## src/design/circular_deque_unit_defines.svh

```systemverilog
// Assertion macros used by the circular deque datapath.
`ifndef CIRCULAR_DEQUE_UNIT_DEFINES_SVH
`define CIRCULAR_DEQUE_UNIT_DEFINES_SVH

// Same-cycle implication under synchronous active-low reset.
`define DQ_ASSERT_IMPL(lbl, clk_s, rstn_s, ante, cons) \
  lbl: assert property (@(posedge clk_s) disable iff (!rstn_s) (ante) |-> (cons)) \
    else $error("deque assertion failed");

// Next-cycle implication under synchronous active-low reset.
`define DQ_ASSERT_NEXT(lbl, clk_s, rstn_s, ante, cons) \
  lbl: assert property (@(posedge clk_s) disable iff (!rstn_s) (ante) |=> (cons)) \
    else $error("deque assertion failed");

`endif

```

## src/design/dq_pkg.sv

```systemverilog
// Package with types and constants for the circular deque unit.
`timescale 1ns / 1ps
package dq_pkg;

  localparam int DEPTH_DEF = 16;
  localparam int OPCODE_W  = 3;
  localparam int VALUE_W   = 32;
  localparam int STATUS_W  = 2;

  localparam logic [OPCODE_W-1:0] OP_PUSH_FRONT = 3'd0;
  localparam logic [OPCODE_W-1:0] OP_PUSH_BACK  = 3'd1;
  localparam logic [OPCODE_W-1:0] OP_POP_FRONT  = 3'd2;
  localparam logic [OPCODE_W-1:0] OP_POP_BACK   = 3'd3;
  localparam logic [OPCODE_W-1:0] OP_LIST       = 3'd4;

  localparam logic [STATUS_W-1:0] ST_OK    = 2'd0;
  localparam logic [STATUS_W-1:0] ST_EMPTY = 2'd1;
  localparam logic [STATUS_W-1:0] ST_FULL  = 2'd2;

  typedef enum logic [2:0] {
    S_IDLE = 3'b001,
    S_READ = 3'b010,
    S_EMIT = 3'b100
  } dq_state_t;

  typedef struct packed {
    logic                single;
    logic [OPCODE_W-1:0] op;
    logic                list_init;
    logic                rd_en;
    logic                emit;
  } dq_cmd_t;

  typedef struct packed {
    logic count_zero;
    logic out_busy;
    logic list_last;
  } dq_sts_t;

endpackage

```

## src/design/dq_ctrl.sv

```systemverilog
// Controller state machine for the circular deque unit.
`timescale 1ns / 1ps
module dq_ctrl
  import dq_pkg::*;
(
  input  logic                clk,
  input  logic                rst_n,
  input  logic                in_valid,
  input  logic [OPCODE_W-1:0] in_opcode,
  output logic                in_stall,
  input  dq_sts_t             sts,
  output dq_cmd_t             cmd
);

  dq_state_t state_r, state_nxt;
  logic      accept;

  assign in_stall = (state_r != S_IDLE) || sts.out_busy;
  assign accept   = in_valid && !in_stall;

  always_comb begin
    state_nxt     = state_r;
    cmd.single    = 1'b0;
    cmd.op        = in_opcode;
    cmd.list_init = 1'b0;
    cmd.rd_en     = 1'b0;
    cmd.emit      = 1'b0;
    unique case (state_r)
      S_IDLE: begin
        if (accept) begin
          unique case (in_opcode)
            OP_PUSH_FRONT, OP_PUSH_BACK, OP_POP_FRONT, OP_POP_BACK: begin
              cmd.single = 1'b1;
            end
            OP_LIST: begin
              if (sts.count_zero) begin
                cmd.single = 1'b1;
              end else begin
                cmd.list_init = 1'b1;
                state_nxt     = S_READ;
              end
            end
            default: begin
            end
          endcase
        end
      end
      S_READ: begin
        cmd.rd_en = 1'b1;
        state_nxt = S_EMIT;
      end
      S_EMIT: begin
        if (!sts.out_busy) begin
          cmd.emit  = 1'b1;
          state_nxt = sts.list_last ? S_IDLE : S_READ;
        end
      end
      default: begin
        state_nxt = S_IDLE;
      end
    endcase
  end

  always_ff @(posedge clk) begin
    if (!rst_n) begin
      state_r <= S_IDLE;
    end else begin
      state_r <= state_nxt;
    end
  end

endmodule

```

## src/design/dq_datapath.sv

```systemverilog
// Datapath of the circular deque unit: ring memory, pointers and output register.
`timescale 1ns / 1ps
`include "circular_deque_unit_defines.svh"
module dq_datapath
  import dq_pkg::*;
#(
  parameter int DEPTH = DEPTH_DEF
) (
  input  logic                       clk,
  input  logic                       rst_n,
  input  dq_cmd_t                    cmd,
  output dq_sts_t                    sts,
  input  logic signed [VALUE_W-1:0]  in_item_value,
  output logic                       out_valid,
  input  logic                       out_stall,
  output logic [STATUS_W-1:0]        out_status,
  output logic signed [VALUE_W-1:0]  out_value,
  output logic                       out_last_of_run
);

  localparam int IDX_W = (DEPTH > 1) ? $clog2(DEPTH) : 1;
  localparam int CNT_W = $clog2(DEPTH + 1);
  localparam int SUM_W = CNT_W + 1;

  logic [VALUE_W-1:0]  mem [DEPTH];
  logic [VALUE_W-1:0]  rdata_r;

  logic [IDX_W-1:0]    front_r, front_nxt;
  logic [CNT_W-1:0]    count_r, count_nxt;
  logic [IDX_W-1:0]    lptr_r, lptr_nxt;
  logic [CNT_W-1:0]    lidx_r, lidx_nxt;

  logic                ov_r, ov_nxt;
  logic [STATUS_W-1:0] st_r, st_nxt;
  logic [VALUE_W-1:0]  val_r, val_nxt;
  logic                last_r, last_nxt;

  logic                full, empty;
  logic [IDX_W-1:0]    front_dec, front_inc, lptr_inc, tail_idx;
  logic [SUM_W-1:0]    tail_sum;
  logic                wr_en;
  logic [IDX_W-1:0]    wr_addr;
  logic                load;
  logic                push_ok;

  assign full  = (count_r == CNT_W'(DEPTH));
  assign empty = (count_r == '0);

  assign front_dec = (front_r == '0) ? IDX_W'(DEPTH - 1) : front_r - IDX_W'(1);
  assign front_inc = (front_r == IDX_W'(DEPTH - 1)) ? '0 : front_r + IDX_W'(1);
  assign lptr_inc  = (lptr_r == IDX_W'(DEPTH - 1)) ? '0 : lptr_r + IDX_W'(1);
  assign tail_sum  = SUM_W'(front_r) + SUM_W'(count_r);
  assign tail_idx  = (tail_sum >= SUM_W'(DEPTH)) ? IDX_W'(tail_sum - SUM_W'(DEPTH))
                                                : IDX_W'(tail_sum);

  assign push_ok = cmd.single && !full && (cmd.op == OP_PUSH_FRONT || cmd.op == OP_PUSH_BACK);

  assign sts.count_zero = empty;
  assign sts.out_busy   = ov_r && out_stall;
  assign sts.list_last  = (SUM_W'(lidx_r) + SUM_W'(1)) == SUM_W'(count_r);

  always_comb begin
    front_nxt = front_r;
    count_nxt = count_r;
    lptr_nxt  = lptr_r;
    lidx_nxt  = lidx_r;
    wr_en     = 1'b0;
    wr_addr   = tail_idx;
    load      = 1'b0;
    st_nxt    = st_r;
    val_nxt   = val_r;
    last_nxt  = last_r;
    if (cmd.single) begin
      load     = 1'b1;
      st_nxt   = ST_OK;
      val_nxt  = '0;
      last_nxt = 1'b1;
      unique case (cmd.op)
        OP_PUSH_FRONT: begin
          if (full) begin
            st_nxt = ST_FULL;
          end else begin
            front_nxt = front_dec;
            wr_en     = 1'b1;
            wr_addr   = front_dec;
            count_nxt = count_r + CNT_W'(1);
          end
        end
        OP_PUSH_BACK: begin
          if (full) begin
            st_nxt = ST_FULL;
          end else begin
            wr_en     = 1'b1;
            wr_addr   = tail_idx;
            count_nxt = count_r + CNT_W'(1);
          end
        end
        OP_POP_FRONT: begin
          if (empty) begin
            st_nxt = ST_EMPTY;
          end else begin
            front_nxt = front_inc;
            count_nxt = count_r - CNT_W'(1);
          end
        end
        OP_POP_BACK: begin
          if (empty) begin
            st_nxt = ST_EMPTY;
          end else begin
            count_nxt = count_r - CNT_W'(1);
          end
        end
        OP_LIST: begin
          st_nxt = ST_EMPTY;
        end
        default: begin
          load = 1'b0;
        end
      endcase
    end
    if (cmd.list_init) begin
      lptr_nxt = front_r;
      lidx_nxt = '0;
    end
    if (cmd.emit) begin
      load     = 1'b1;
      st_nxt   = ST_OK;
      val_nxt  = rdata_r;
      last_nxt = sts.list_last;
      lptr_nxt = lptr_inc;
      lidx_nxt = lidx_r + CNT_W'(1);
    end
  end

  always_comb begin
    ov_nxt = ov_r;
    if (load) begin
      ov_nxt = 1'b1;
    end else if (ov_r && !out_stall) begin
      ov_nxt = 1'b0;
    end
  end

  always_ff @(posedge clk) begin
    if (wr_en) begin
      mem[wr_addr] <= in_item_value;
    end
    if (cmd.rd_en) begin
      rdata_r <= mem[lptr_r];
    end
  end

  always_ff @(posedge clk) begin
    if (!rst_n) begin
      front_r <= '0;
      count_r <= '0;
      ov_r    <= 1'b0;
    end else begin
      front_r <= front_nxt;
      count_r <= count_nxt;
      ov_r    <= ov_nxt;
    end
  end

  always_ff @(posedge clk) begin
    lptr_r <= lptr_nxt;
    lidx_r <= lidx_nxt;
    st_r   <= st_nxt;
    val_r  <= val_nxt;
    last_r <= last_nxt;
  end

  assign out_valid       = ov_r;
  assign out_status      = st_r;
  assign out_value       = val_r;
  assign out_last_of_run = last_r;

  `DQ_ASSERT_IMPL(a_count_bound, clk, rst_n, 1'b1, count_r <= CNT_W'(DEPTH))
  `DQ_ASSERT_IMPL(a_no_load_busy, clk, rst_n, cmd.single || cmd.emit, !(ov_r && out_stall))
  `DQ_ASSERT_NEXT(a_push_grows, clk, rst_n, push_ok, count_r == $past(count_r) + CNT_W'(1))

endmodule

```

## src/design/circular_deque_unit.sv

```systemverilog
// Push/pop: output register loaded at the accepting edge; one per cycle unless output stalls.
// List: each stored item takes a ring read (S_READ), then an output register load
// (S_EMIT) that waits while the output stalls; an empty list gives one status at once.
// Input stalls while a list runs and while a waiting result in the output register stalls.
// Synchronous active-low reset clears front index, item count, controller and output valid;
// ring contents stay undefined until written, no clearing pass.
`timescale 1ns / 1ps
module circular_deque_unit
  import dq_pkg::*;
#(
  parameter int DEPTH = DEPTH_DEF
) (
  input  logic                      clk,
  input  logic                      rst_n,
  input  logic                      in_valid,
  output logic                      in_stall,
  input  logic [OPCODE_W-1:0]       in_opcode,
  input  logic signed [VALUE_W-1:0] in_item_value,
  output logic                      out_valid,
  input  logic                      out_stall,
  output logic [STATUS_W-1:0]       out_status,
  output logic signed [VALUE_W-1:0] out_value,
  output logic                      out_last_of_run
);

  dq_cmd_t cmd;
  dq_sts_t sts;

  dq_ctrl u_ctrl (
    .clk       (clk),
    .rst_n     (rst_n),
    .in_valid  (in_valid),
    .in_opcode (in_opcode),
    .in_stall  (in_stall),
    .sts       (sts),
    .cmd       (cmd)
  );

  dq_datapath #(
    .DEPTH (DEPTH)
  ) u_datapath (
    .clk             (clk),
    .rst_n           (rst_n),
    .cmd             (cmd),
    .sts             (sts),
    .in_item_value   (in_item_value),
    .out_valid       (out_valid),
    .out_stall       (out_stall),
    .out_status      (out_status),
    .out_value       (out_value),
    .out_last_of_run (out_last_of_run)
  );

endmodule
```

## config.mk

```make
export PLATFORM = sky130hd
export DESIGN_NAME = circular_deque_unit
export DESIGN_NICKNAME = d
export VERILOG_FILES = /design/src/design/dq_pkg.sv /design/src/design/dq_ctrl.sv /design/src/design/dq_datapath.sv /design/src/design/circular_deque_unit.sv
export VERILOG_INCLUDE_DIRS = /design/src /design/src/design
export SDC_FILE = /design/constraint.sdc
export NUM_CORES = 1
export LEC_CHECK = 0
export BUFFER_PORTS_ARGS = -buffer_cell sky130_fd_sc_hd__buf_2
export CAP_MARGIN = 20
export CORE_MARGIN = 4
export CORE_UTILIZATION = 60
export CTS_CLUSTER_SIZE = 30
export DETAILED_ROUTE_END_ITERATION = 8
export PLACE_DENSITY = 0.87
export SYNTH_ARGS = -nofsm -noshare
export SYNTH_HDL_FRONTEND = slang
export SYNTH_HIERARCHICAL = 1
export SYNTH_SLANG_ARGS = --single-unit
```

## constraint.sdc

```tcl
create_clock -name clk -period 10.8 [get_ports clk]
set_input_delay 0.54 -clock clk [delete_from_list [all_inputs] [get_ports clk]]
set_output_delay 0.54 -clock clk [all_outputs]
set_load 0.02 [all_outputs]
```

## Yosys cells after proc, flatten, opt, wreduce, memory -nomap -nowiden

Memory sizes are Yosys's and may differ from the RTL's. A register that Yosys moved wholly into a read port is not among the register bits.
Index checks and enable logic that the tools add are counted.
Widths: inputs -> output; s select.

| storage, ports and cells | value |
|---|---|
| bits in writable memories | 512 |
| flip-flop bits (word level) | 57 |
| input bits | 39 |
| memories kept | 1 |
| output and inout port bits | 37 |
| latch bits | 0 |
| logic and storage cells | 112 |
| ROM bits | 0 |

| operators by class | value |
|---|---|
| eq/ne operators | 20 |
| $mul | 0 |
| $lt $le $gt $ge | 1 |
| add/subtract/negate cells | 9 |
| reductions and logical operators | 21 |
| shifts and indexed selects | 0 |
| bitwise logic cells | 0 |
| divide/modulo/power cells | 0 |
| mux-type cells | 51 |

Memories:

| memory | depth | bits a word | read ports | clocked after Yosys merged registers in | wr ports | RTL line | text |
|---|---|---|---|---|---|---|---|
| u_datapath.mem | 16 | 32 | 1 | 1 | 1 | dq_datapath.sv:25 | `logic [VALUE_W-1:0] mem [DEPTH];` |

Operator list:

| kind | count |
|---|---|
| $mux 32 | 2 |
| $mux 4 | 11 |
| $mux 1 | 23 |
| $mux 5 | 4 |
| $ne 2x2->1 const B | 7 |
| $mux 3 | 4 |
| $reduce_and 4->1 | 3 |
| $add 5x1->5 const B | 2 |
| $pmux 5 s2 | 1 |
| $reduce_bool 2->1 | 5 |
| $eq 3x2->1 const B | 3 |
| $pmux 3 s3 | 1 |
| $add 4x1->4 const B | 2 |
| $eq 4x4->1 const B | 2 |
| $pmux 4 s2 | 1 |
| $sub 4x1->4 const B | 2 |
| $add 4x5->6 | 1 |
| $add 5x1->6 const B | 1 |
| $eq 3x1->1 const B | 2 |
| $eq 3x3->1 const B | 2 |
| $eq 6x5->1 | 1 |
| $ge 6x5->1 const B | 1 |
| $pmux 2 s3 | 1 |
| $eq 5x5->1 const B | 1 |
| 14 further kinds | 19 |

## Depth between registers and ports, before layout

| depth | value |
|---|---|
| depth after elaboration | 9 |
| gate-level depth with buffers | 9 |
| mapped depth without buffers | 8 |

## Hierarchy

The synthesis kept the hierarchy.

Modules (own cells, without submodules):

| module | times used | area each (µm²) | seq. area each (µm²) | cells an instance |
|---|---|---|---|---|
| dq_datapath | 1 | 23386.2 | 17837.1 | 1232 |
| dq_ctrl | 1 | 240.2 | 60.1 | 31 |

## Worst setup path after synthesis

No wires, ideal clock.

| path | value |
|---|---|
| path kind | input-to-reg |
| start | input out_stall |
| end | memory u_datapath.mem[11][0] (enable) |
| cell stages on the path | 7 |
| data required time | 10.339 ns |
| arrival time | 5.141 ns |
| path buffers | 0 |
| library setup time | 0.461 ns |
| slack | 5.198 ns |
| cells stage by stage | and2_1 or4b_4 a211oi_1 or3b_4 a211oi_4 mux2_2 nor3_1 |

RTL lines:

| what | RTL line | text |
|---|---|---|
| from (decl) | circular_deque_unit.sv:20 | `input logic out_stall,` |
| to (decl) | dq_datapath.sv:25 |  |

==> impl_metrics.yaml <==
cells_and_area:
  fin_area_sq_mm: 0.02652
  final_cell_mix: "586 x edfxtp_1, 132 x mux2i_1, 75 x buf_2"
  nets: 1403
  syn_to_final_growth_pct: 12.26
  final_cells: 1915
  layout_commonest_cell: "edfxtp_1"
  drive_above_1_share_pct: 19.05
power:
  p_per_area_mw_per_mm2: 173.8
  clkPwrFrac_pct: 40.9
  switchingPower_w: 0.0009289
  pwr-share-comb_pct: 3.1
  swShare_pct: 20.15
  p_leak_nw: 8.891
  ir_worst_vdd_v: 0.0001188
  internal-power_w: 0.003680
  pwr-share-seq_pct: 56.0
critical_path:
  max_stage_delay_ns: 0.74
  cp.required_ns: 11.07
  rr_startpoint: "u_datapath/count_r[0]"
  timing.rr.end: "u_datapath/mem[7][20]"
  crit_chain: "or4_1 > nor2_1 > nand2_1 > a211oi_1 > or3b_4 > a211oi_4 > nand3b_1 > a21oi_4 > buf_16"
  end_kind: "flop"
  reg2reg_setup_slack_ns: 6.28
  reg2reg_depth: 9
  start_kind: "flop"
  crit_path_max_fanout: 17
  critical_path_arrival_ns: 4.80
  cpMaxStageDelayCell: "a21oi_4"
  critical_path_class: "reg -> reg"
timing:
  fin_tns_setup_ns: 0
  fmax_mhz: 221.2
  hold_viol_final: 0
  worst_slew_pin_slew_ns: 1.097
  fin_ws_ns: 6.279
  rsz0062_at_grt: "false"
  finalSetupViolCount: 0
  period_share_pct: 41.87
  report.final.slew_viol_count: 0
  skew_ns: 0.02831
  fin_crit_ns: 4.521
  max_slew_margin_pct: 26.88
routing:
  firstDrtPassIters: 5
  wl_um: 54900
  drc: 0
  vias: 12900
  initialDrtViolationCount: 1928
  drtAntennaViolNets: 0
  wl_per_cell_um: 28.67
  viasPerCell: 6.734
cts:
  cts_setup_buffers: 0
  ctsHtreeMaxLevel: 2
  clkTransAtPathRegs_ns: 0.06
  cts_tree: "built"
  clk_latency_ns: 0.59
  cts-buffers-inserted: 55
  cts_resized: 0
  root_buffer: "clkbuf_16"
  clockBufferDepth: 3
  cts_hold_buffers: 0
  cts.sinks: 601
global_routing:
  grtUsageTotal_pct: 25.71
  grt_antenna_before_repair: 4
  grt_pass1_vias: 12710
  grt-ovfl-total: 0
  grt_max_degree: 136
  grt_first_pass_wirelength_um: 80710
place:
  pre_cts_slack_ns: 6.074
  place_hpwl_um: 30510
  place_inst: 1810
  port_buffers: 75
  gp_congestion: 0.8538
  postPlaceCellArea_sq_mm: 0.02472
synth:
  yosys_most_used_dff: "edfxtp_1"
  ys_async_sr_fraction_pct: 0
  yosysTopAreaCellShare_pct: 74.48
  synthTopCellsByArea: "edfxtp_1 74%, mux4_2 6.1%, mux2i_1 5.6%"
  syn_inst: 1263
  ys_ff_latch: 601
  ys_warn_count: 6
  synth_nets: 1314
  avgSynthCellArea_sq_um: 18.71
  ys_types: 59
  yosysSeqAreaShare_pct: 75.75
  synth_area_sq_mm: 0.02363
  synth_edf_count: 586
  yosys.area.top_type: "edfxtp_1"
floorplan:
  io_pins: 76
  die-height_um: 206.4
  num_rows: 72
  core-area_sq_mm: 0.03883
  die_area_sq_mm: 0.04262
  initial_core_util_pct: 60.85
  fp.dieW_um: 206.4
min_path:
  hp-class: "in -> reg"
  hold-path-endpoint: "u_datapath/count_r[3]"
  holdPathStages: 3
  worstHoldStart: "rst_n"
job:
  maxCapViolations: 0
outcome:
  outcome: "finished, final reports clean"
## state kept, by name (all words and copies together), names as in the netlist
| signal | count |
|---|---|
| u_datapath/lidx_r | 5 |
| u_datapath/out_status | 2 |
| u_datapath/mem | 512 |
| u_datapath/count_r | 5 |
| u_datapath/lptr_r | 4 |
| u_datapath/out_last_of_run | 1 |
| u_ctrl/state_r | 3 |
| u_datapath/rdata_r | 32 |
| u_datapath/front_r | 4 |
| u_datapath/out_valid | 1 |
| u_datapath/out_value | 32 |
## synthesized netlist by cell type (2+ instances only)
cell type,number
buf_2,25
dfxtp_1,15
a31oi_1,4
xor2_1,8
nand3_1,9
a22oi_1,32
buf_1,3
mux4_2,64
nand4_1,4
clkbuf_1,36
nand2_1,45
nor2_1,14
mux2i_1,132
inv_1,13
and2_1,40
a211oi_1,5
o311ai_0,2
or2b_1,2
o22ai_1,2
o31ai_1,2
ha_1,10
a221oi_1,64
nor2b_1,8
xnor2_1,11
o21ai_0,39
or2_2,3
nand2b_1,5
buf_4,5
a21oi_1,25
edfxtp_1,586
a21o_1,5
fa_1,2
nand3b_1,5
nor3_1,13
## cell families after synthesis
logic type      synth area share, %
fa+ha+maj                    0.6990
simple gates                  3.691
xor+xnor                     0.7043
buf+inv                       1.530
mux                           11.74
compound gates                5.884
flops                         75.75
## metrics by stage
step / hold slack (ns) / total power (W) / utilization (%)
final: 0.3097 / 0.004609 / 68.31
after global placement: 0.4742 / 0.002761 / 63.52
after global routing: 0.3103 / 0.004743 / 68.31
after CTS: 0.2869 / 0.004620 / 68.11
after floorplan: 0.4500 / 0.002701 / -
after detailed placement: 0.4700 / 0.002769 / 63.66
## final cells by class
type / count / area, sq um
clock inverters: 30 / 270.3
fillers: 2233 / 12300
inverters: 14 / 52.55
clock buffers: 71 / 1458
well taps: 518 / 648.1
repair buffers: 101 / 675.6
flip-flops and latches: 601 / 17900
multi-input cells: 579 / 5519
diodes: 1 / 2.502
## how the worst max path moves through the flow
| stage | depth (start not counted) | from | to | slack (ns) |
|---|---|---|---|---|
| after floorplan | 7 | out_stall | u_datapath/mem[11][0] | 5.20 |
| after global placement | 8 | out_stall | u_datapath/mem[7][8] | 6.24 |
| after detailed placement | 8 | out_stall | u_datapath/mem[5][8] | 6.07 |
| after CTS | 8 | u_datapath/count_r[0] | u_datapath/mem[5][20] | 6.14 |
| after global routing | 9 | u_datapath/count_r[0] | u_datapath/mem[7][20] | 6.05 |
| final | 9 | u_datapath/count_r[0] | u_datapath/mem[7][20] | 6.28 |
## worst max-delay path: cells and delay by family, from the launching register on
| family | cells | cell delay (ns) |
|---|---|---|
| buffers and inverters | 1 | 0.24 |
| flip-flops | 1 | 0.43 |
| AND/OR/NAND/NOR | 5 | 1.80 |
| AO/OA/AOI/OAI | 3 | 1.72 |
## power groups by stage
stage,Clock [W],Combinational [W],Sequential (W)
3_3_place_gp,0,0.000130,0.00263
3_5_place_dp,0,0.000137,0.00263
4_1_cts,0.00190,0.000140,0.00258
5_1_grt,0.00201,0.000152,0.00258
2_1_floorplan,0,0.0000617,0.00264
6_report,0.00188,0.000142,0.00258
## layer usage
metal  GRT usage (%)  wire length (um)  part of all wire (%)
met1           35.87             19940                    36
met2           40.37             26650                    49
met3           7.359              6840                    12
met4           7.438              1445                   2.6
met5               0                13                 0.024
Power figures use the tool's default switching activity.
